$ cat src/dfed_pkg.sv
// shared constants and types for the delimited frame echo deframer
`default_nettype none
package dfed_pkg;

  localparam int MAX_FRAME = 10;
  localparam int FILL_W    = $clog2(MAX_FRAME + 1);
  localparam int IDX_W     = $clog2(MAX_FRAME);
  localparam int ADDR_W    = 4;
  localparam int DATA_W    = 32;

  localparam logic [1:0] REG_HEADER_FIRST  = 2'd0;
  localparam logic [1:0] REG_HEADER_SECOND = 2'd1;
  localparam logic [1:0] REG_TAIL_FIRST    = 2'd2;
  localparam logic [1:0] REG_TAIL_SECOND   = 2'd3;

  localparam logic [7:0] RST_HEADER_FIRST  = 8'h3A;
  localparam logic [7:0] RST_HEADER_SECOND = 8'h3B;
  localparam logic [7:0] RST_TAIL_FIRST    = 8'h7E;
  localparam logic [7:0] RST_TAIL_SECOND   = 8'h7F;

  typedef struct packed {
    logic [7:0] header_first;
    logic [7:0] header_second;
    logic [7:0] tail_first;
    logic [7:0] tail_second;
  } dfed_cfg_t;

  typedef struct packed {
    logic              wr_en;
    logic [IDX_W-1:0]  wr_idx;
    logic              emit;
    logic [FILL_W-1:0] emit_len;
  } dfed_ctrl_t;

endpackage
`default_nettype wire

$ cat src/dfed_cell.sv
// one byte cell of the frame store chain
`default_nettype none
module dfed_cell (
  input  wire logic       clk,
  input  wire logic       load,
  input  wire logic [7:0] load_data,
  input  wire logic       shift,
  input  wire logic [7:0] shift_in,
  output logic [7:0]      q
);

  logic [7:0] data_r;
  logic [7:0] data_nxt;

  always_comb begin
    priority if (load) begin
      data_nxt = load_data;
    end else if (shift) begin
      data_nxt = shift_in;
    end else begin
      data_nxt = data_r;
    end
  end

  always_ff @(posedge clk) begin
    data_r <= data_nxt;
  end

  assign q = data_r;

endmodule
`default_nettype wire

$ cat src/dfed_hunt.sv
// header and tail hunting state machine
`default_nettype none
module dfed_hunt (
  input  wire logic                clk,
  input  wire logic                rst_n,
  input  wire logic                accept,
  input  wire logic [7:0]          rx_byte,
  input  wire dfed_pkg::dfed_cfg_t cfg,
  output dfed_pkg::dfed_ctrl_t     ctrl
);
  import dfed_pkg::*;

  localparam logic [1:0] PH_IDLE = 2'd0;
  localparam logic [1:0] PH_HDR1 = 2'd1;
  localparam logic [1:0] PH_BODY = 2'd2;

  logic [1:0]        phase_r, phase_nxt;
  logic              tail_pend_r, tail_pend_nxt;
  logic [FILL_W-1:0] fill_r, fill_nxt;
  logic              emit;

  always_comb begin
    phase_nxt     = phase_r;
    tail_pend_nxt = tail_pend_r;
    fill_nxt      = fill_r;
    emit          = 1'b0;
    if (accept) begin
      unique case (phase_r)
        PH_BODY: begin
          if (tail_pend_r) begin
            if (rx_byte == cfg.tail_second) begin
              emit          = 1'b1;
              phase_nxt     = PH_IDLE;
              tail_pend_nxt = 1'b0;
              fill_nxt      = '0;
            end else begin
              tail_pend_nxt = 1'b0;
              fill_nxt      = fill_r + FILL_W'(1);
            end
          end else begin
            if (rx_byte == cfg.tail_first) begin
              tail_pend_nxt = 1'b1;
            end
            fill_nxt = fill_r + FILL_W'(1);
          end
        end
        PH_HDR1: begin
          if (rx_byte == cfg.header_second) begin
            phase_nxt = PH_BODY;
            fill_nxt  = fill_r + FILL_W'(1);
          end else begin
            phase_nxt     = PH_IDLE;
            tail_pend_nxt = 1'b0;
            fill_nxt      = '0;
          end
        end
        default: begin
          if (rx_byte == cfg.header_first) begin
            phase_nxt = PH_HDR1;
            fill_nxt  = FILL_W'(1);
          end else begin
            phase_nxt     = PH_IDLE;
            tail_pend_nxt = 1'b0;
            fill_nxt      = '0;
          end
        end
      endcase
      // length limit reached: drop the frame
      if (fill_nxt >= FILL_W'(MAX_FRAME)) begin
        phase_nxt     = PH_IDLE;
        tail_pend_nxt = 1'b0;
        fill_nxt      = '0;
      end
    end
  end

  always_ff @(posedge clk) begin
    if (!rst_n) begin
      phase_r     <= PH_IDLE;
      tail_pend_r <= 1'b0;
      fill_r      <= '0;
    end else begin
      phase_r     <= phase_nxt;
      tail_pend_r <= tail_pend_nxt;
      fill_r      <= fill_nxt;
    end
  end

  always_comb begin
    ctrl.wr_en    = accept;
    ctrl.wr_idx   = fill_r[IDX_W-1:0];
    ctrl.emit     = emit;
    ctrl.emit_len = fill_r + FILL_W'(1);
  end

endmodule
`default_nettype wire

$ cat src/delimited_frame_echo_deframer_unit.sv
// top level of the delimited frame echo deframer
// closing tail byte loads the echo counter; first byte then goes to the output register
// an n-byte frame leaves the cell chain one byte per cycle while out_stall is low
// input is stalled while a frame is echoed; otherwise one byte per cycle is taken
// synchronous active-low reset returns to hunting and restores the delimiter registers
// the frame store cells are not reset
`default_nettype none
module delimited_frame_echo_deframer_unit (
  input  wire logic                          clk,
  input  wire logic                          rst_n,
  input  wire logic                          in_valid,
  output logic                               in_stall,
  input  wire logic [7:0]                    in_rx_byte,
  output logic                               out_valid,
  input  wire logic                          out_stall,
  output logic [7:0]                         out_tx_byte,
  output logic                               out_frame_end,
  input  wire logic                          psel,
  input  wire logic                          penable,
  input  wire logic                          pwrite,
  input  wire logic [dfed_pkg::ADDR_W-1:0]   paddr,
  input  wire logic [dfed_pkg::DATA_W-1:0]   pwdata,
  output logic [dfed_pkg::DATA_W-1:0]        prdata,
  output logic                               pready
);
  import dfed_pkg::*;

  dfed_cfg_t         cfg_r, cfg_nxt;
  dfed_ctrl_t        ctrl;
  logic              accept;
  logic              shift_en;
  logic              out_load;
  logic [FILL_W-1:0] remain_r, remain_nxt;
  logic              out_valid_r, out_valid_nxt;
  logic [7:0]        out_tx_byte_r;
  logic              out_frame_end_r;
  logic [7:0]        cell_q [MAX_FRAME];
  logic [1:0]        reg_idx;

  // configuration registers
  assign pready  = 1'b1;
  assign reg_idx = paddr[3:2];

  always_comb begin
    cfg_nxt = cfg_r;
    if (psel && penable && pwrite) begin
      unique case (reg_idx)
        REG_HEADER_FIRST:  cfg_nxt.header_first  = pwdata[7:0];
        REG_HEADER_SECOND: cfg_nxt.header_second = pwdata[7:0];
        REG_TAIL_FIRST:    cfg_nxt.tail_first    = pwdata[7:0];
        REG_TAIL_SECOND:   cfg_nxt.tail_second   = pwdata[7:0];
        default:           cfg_nxt = cfg_r;
      endcase
    end
  end

  always_comb begin
    unique case (reg_idx)
      REG_HEADER_FIRST:  prdata = {{(DATA_W-8){1'b0}}, cfg_r.header_first};
      REG_HEADER_SECOND: prdata = {{(DATA_W-8){1'b0}}, cfg_r.header_second};
      REG_TAIL_FIRST:    prdata = {{(DATA_W-8){1'b0}}, cfg_r.tail_first};
      REG_TAIL_SECOND:   prdata = {{(DATA_W-8){1'b0}}, cfg_r.tail_second};
      default:           prdata = '0;
    endcase
  end

  always_ff @(posedge clk) begin
    if (!rst_n) begin
      cfg_r.header_first  <= RST_HEADER_FIRST;
      cfg_r.header_second <= RST_HEADER_SECOND;
      cfg_r.tail_first    <= RST_TAIL_FIRST;
      cfg_r.tail_second   <= RST_TAIL_SECOND;
    end else begin
      cfg_r <= cfg_nxt;
    end
  end

  // input side
  assign in_stall = (remain_r != '0);
  assign accept   = in_valid && !in_stall;

  dfed_hunt u_hunt (
    .clk     (clk),
    .rst_n   (rst_n),
    .accept  (accept),
    .rx_byte (in_rx_byte),
    .cfg     (cfg_r),
    .ctrl    (ctrl)
  );

  // cell chain: written by index, drained toward cell zero
  assign out_load = !out_valid_r || !out_stall;
  assign shift_en = (remain_r != '0) && out_load;

  for (genvar gi = 0; gi < MAX_FRAME; gi++) begin : g_cell
    logic [7:0] nb;
    if (gi == MAX_FRAME - 1) begin : g_last
      assign nb = 8'h00;
    end else begin : g_mid
      assign nb = cell_q[gi+1];
    end
    dfed_cell u_cell (
      .clk       (clk),
      .load      (ctrl.wr_en && (ctrl.wr_idx == IDX_W'(gi))),
      .load_data (in_rx_byte),
      .shift     (shift_en),
      .shift_in  (nb),
      .q         (cell_q[gi])
    );
  end

  // echo counter and output register
  always_comb begin
    remain_nxt    = remain_r;
    out_valid_nxt = out_valid_r;
    priority if (ctrl.emit) begin
      remain_nxt = ctrl.emit_len;
    end else if (shift_en) begin
      remain_nxt = remain_r - FILL_W'(1);
    end
    if (out_load) begin
      out_valid_nxt = shift_en;
    end
  end

  always_ff @(posedge clk) begin
    if (!rst_n) begin
      remain_r    <= '0;
      out_valid_r <= 1'b0;
    end else begin
      remain_r    <= remain_nxt;
      out_valid_r <= out_valid_nxt;
    end
  end

  always_ff @(posedge clk) begin
    if (shift_en) begin
      out_tx_byte_r   <= cell_q[0];
      out_frame_end_r <= (remain_r == FILL_W'(1));
    end
  end

  assign out_valid     = out_valid_r;
  assign out_tx_byte   = out_tx_byte_r;
  assign out_frame_end = out_frame_end_r;

endmodule
`default_nettype wire
$ cat config.mk
export PLATFORM = sky130hd
export DESIGN_NAME = delimited_frame_echo_deframer_unit
export DESIGN_NICKNAME = d
export VERILOG_FILES = /design/src/dfed_pkg.sv /design/src/dfed_cell.sv /design/src/dfed_hunt.sv /design/src/delimited_frame_echo_deframer_unit.sv
export SDC_FILE = /design/constraint.sdc
export NUM_CORES = 1
export LEC_CHECK = 0
export ABC_AREA = 1
export BUFFER_PORTS_ARGS = -buffer_cell sky130_fd_sc_hd__buf_2
export CORE_MARGIN = 3
export CORE_UTILIZATION = 40
export CTS_BUF_LIST = sky130_fd_sc_hd__clkbuf_4
export DETAILED_ROUTE_END_ITERATION = 12
export PLACE_DENSITY_LB_ADDON = 0.05
export RECOVER_POWER = 100
export SLEW_MARGIN = 20
export SYNTH_ARGS = -nofsm -noshare
export SYNTH_HDL_FRONTEND = slang
export SYNTH_SLANG_ARGS = --single-unit
$ cat constraint.sdc
create_clock -name clk -period 2.1 [get_ports clk]
set_input_delay 0.315 -clock clk [delete_from_list [all_inputs] [get_ports clk]]
set_output_delay 0.315 -clock clk [all_outputs]
set_load 0.01 [all_outputs]
==> flow_summary.ini <==
[status]
status = finished clean

[synthesis]
yosysSeqAreaShare_pct = 56.6
ys_ff_latch = 133
netlist_area_sq_um = 6280
synth.avg_cell_area_sq_um = 9.22
synth_cells = 681
yosys_warnings = 0
ys_types = 33

[clock_network]
clock_path_buffers = 2
clock_latency_ns = 0.54
cts_root_buf = clkbuf_4
clk_pin_slew_ns = 0.12
numCtsBuffers = 17
htreeDepth = 4
cts_tree = done
cts_sinks = 133

[setup_path]
worstPathArrival_ns = 2.14
path_class = register to register
crit_start = remain_r[0]$_SDFFE_PN0P_
cp-start-kind = register
r2r-end = g_cell[5].u_cell.q[4]$_DFFE_PP_
path_delay_family = buffers and inverters
rrSetupSlack_ns = 0.17
path_cells = inv_1, ha_1, nand3_1, inv_2, nor2_2, inv_1, nand2_1
cpMostUsedCell = inv_1
critPathMaxStageDelay_ns = 0.36
crit_end = g_cell[5].u_cell.q[4]$_DFFE_PP_
reg2reg_depth = 7
cp_slowest_cell = inv_1
cp.required_ns = 2.31
timing.rr.start = remain_r[0]$_SDFFE_PN0P_
crit_buf_inv = 3
endpoint_kind = register
crit_fanout = 12
cp.depth = 7

[detailed_routing]
dr.pass1.iters = 6
routed_wl_mm = 14.1
drtIter0Drc = 238
via_per_inst = 4.88
dr_total_vias = 4732
ant_nets = 0
drc_errors = 0
wl_per_cell_um = 14.5

[run]
max-cap-violations = 0

[global_routing]
grt_overflow = 0
grt_pass1_wl_mm = 22.5
grt_pass1_vias = 4300
grt_use_met3_pct = 4.29
use_met2_pct = 27.0
grt-busiest-layer = met2
grt_max_degree = 17
grt_use_total_pct = 16.5
use_met1_pct = 21.6
antenna_found_initial = 1

[layout]
nets = 804
layout_common_cells = nand2_1, edfxtp_1, o21ai_0
postLayoutCoreUtil_pct = 46.1
nFillCells = 1539
stdcell_count = 970
final_common_cell = nand2_1
post_route_cells_drive_above_1_share_pct = 14.1
area_growth_pct = 12.1

[die]
die_w_um = 131
core_sq_um = 15300
io_pins = 95
rows = 45
start_util_pct = 41.1
die-area_sq_um = 17200
die_h_um = 131

[timing]
hold_violations = 0
finClkSkew_ns = 0.0160
setup_violations = 0
min_period_ns = 1.93
finalHoldWorstSlack_ns = 0.0377
drv_slew = 0
relSlewSlack_pct = 50.4
worst_slew_pin_slew_ns = 0.744
max_freq_ghz = 0.519
post-route-period-util_pct = 91.8
rsz0062_at_grt = true

[placed_design]
place_inst = 935
dp_hpwl_mm = 10.4
gp_congestion = 0.863
io_buffers = 43

[power]
power.leakage_nw = 2.99
ir_drop_mv = 0.507
power.density_nw_per_um2 = 1290

[min_path]
holdCritPathClass = primary input to register
[cell usage after synthesis (all sizes together)]
master | n | area, sq um
dfxtp | 44 | 881
nand3 | 37 | 225
nand4 | 2 | 12.5
o2111ai | 6 | 52.6
nand2 | 176 | 691
buf | 35 | 243
o211a | 1 | 10.0
inv | 57 | 214
xnor2 | 6 | 52.6
a221oi | 1 | 8.76
a21oi | 22 | 114
conb | 2 | 7.51
nor4 | 1 | 6.26
o211ai | 14 | 105
ha | 8 | 100
edfxtp | 89 | 2670
nor2 | 45 | 174
o21ai | 95 | 475
clkbuf | 18 | 67.6
o221ai | 2 | 17.5
or2 | 1 | 6.26
a211oi | 1 | 7.51
clkinv | 2 | 7.51
xor2 | 10 | 87.6
o22ai | 6 | 37.5
[layer usage]
metal  part of all wire (%)  wire (um)
met1                     46       6400
met5                      0          0
met2                     49       6860
met4                    1.3        177
met3                    4.4        621
[power breakdown]
group | switching [mW] | total, mW | internal [mW] | leakage, nW
clock | 0.904 | 1.89 | 0.984 | 0.170
sequential | 0.301 | 4.71 | 4.41 | 1.24
combinational | 1.72 | 2.51 | 0.796 | 1.58
total | 2.92 | 9.11 | 6.19 | 2.99
[stage by stage]
stage	instance area [sq um]	TNS, ns	setup WS, ns	total power, mW
after CTS	7090	0	0.0415	9.27
after global routing	7040	-0.343	-0.0313	9.78
after detailed placement	6760	0	0.0541	7.37
after global placement	6760	0	0.139	7.31
after floorplan	6360	0	0.0218	6.63
final	7040	0	0.173	9.11
[how the worst min path moves through the flow]
stage	from	endpoint	depth (start not counted)	slack, ns
after CTS	pwdata[1]	cfg_r[25]$_SDFFE_PN1P_	3	0.003
after detailed placement	g_cell[0].u_cell.q[7]$_DFFE_PP_	out_tx_byte[7]$_DFFE_PP_	0	0.41
final	pwdata[1]	cfg_r[1]$_SDFFE_PN1P_	3	0.04
after global placement	g_cell[0].u_cell.q[7]$_DFFE_PP_	out_tx_byte[7]$_DFFE_PP_	0	0.41
after floorplan	g_cell[0].u_cell.q[0]$_DFFE_PP_	out_tx_byte[0]$_DFFE_PP_	0	0.40
after global routing	pwdata[3]	cfg_r[11]$_SDFFE_PN1P_	3	0.02
[worst reg2reg max path: cells and delay by family, from the launching register on]
family,cells,cell delay (ns)
AND/OR/NAND/NOR,3,0.53
flip-flops,1,0.33
adder cells (fa/ha/maj),1,0.19
buffers and inverters,3,0.55
[cell type report]
type / count / area (sq um) / area share [%]
inverters: 59 / 224 / 3.18
multi-input cells: 459 / 2270 / 32.2
repair buffers: 75 / 409 / 5.81
flip-flops and latches: 133 / 3550 / 50.5
well taps: 211 / 264 / 3.75
clock buffers: 21 / 158 / 2.24
clock inverters: 11 / 158 / 2.24
diodes: 1 / 2.50 / 0.0356
[registers in the layout, summed over array words and instances, names as in the netlist]
register            flops
u_hunt.fill_r           4
remain_r                4
g_cell.u_cell.q        80
out_valid               1
cfg_r                  32
out_tx_byte             8
u_hunt.phase_r          2
u_hunt.tail_pend_r      1
out_frame_end           1
[kinds of logic (layout without fill, tap and decap cells)]
logic type / count (synthesis) / in the layout / share of synthesized area [%]
AND/OR/NAND/NOR: 262 / 262 / 17.8
AO/OA/AOI/OAI: 148 / 148 / 13.2
flip-flops: 133 / 133 / 56.6
buffers and inverters: 112 / 166 / 8.47
XOR/XNOR: 16 / 16 / 2.23
adder cells (fa/ha/maj): 8 / 8 / 1.59
other: 2 / 26 / 0.120
[repair_timing]
action | 4_1_cts | 5_1_grt
hold buffers | 2 | 0
endpoints found under the hold margin | 2 | 0
endpoints found under the setup margin | 0 | 54
gates resized for setup | 0 | 3
buffers inserted | 0 | 0
Note: power is estimated with default switching activity, not from simulation.
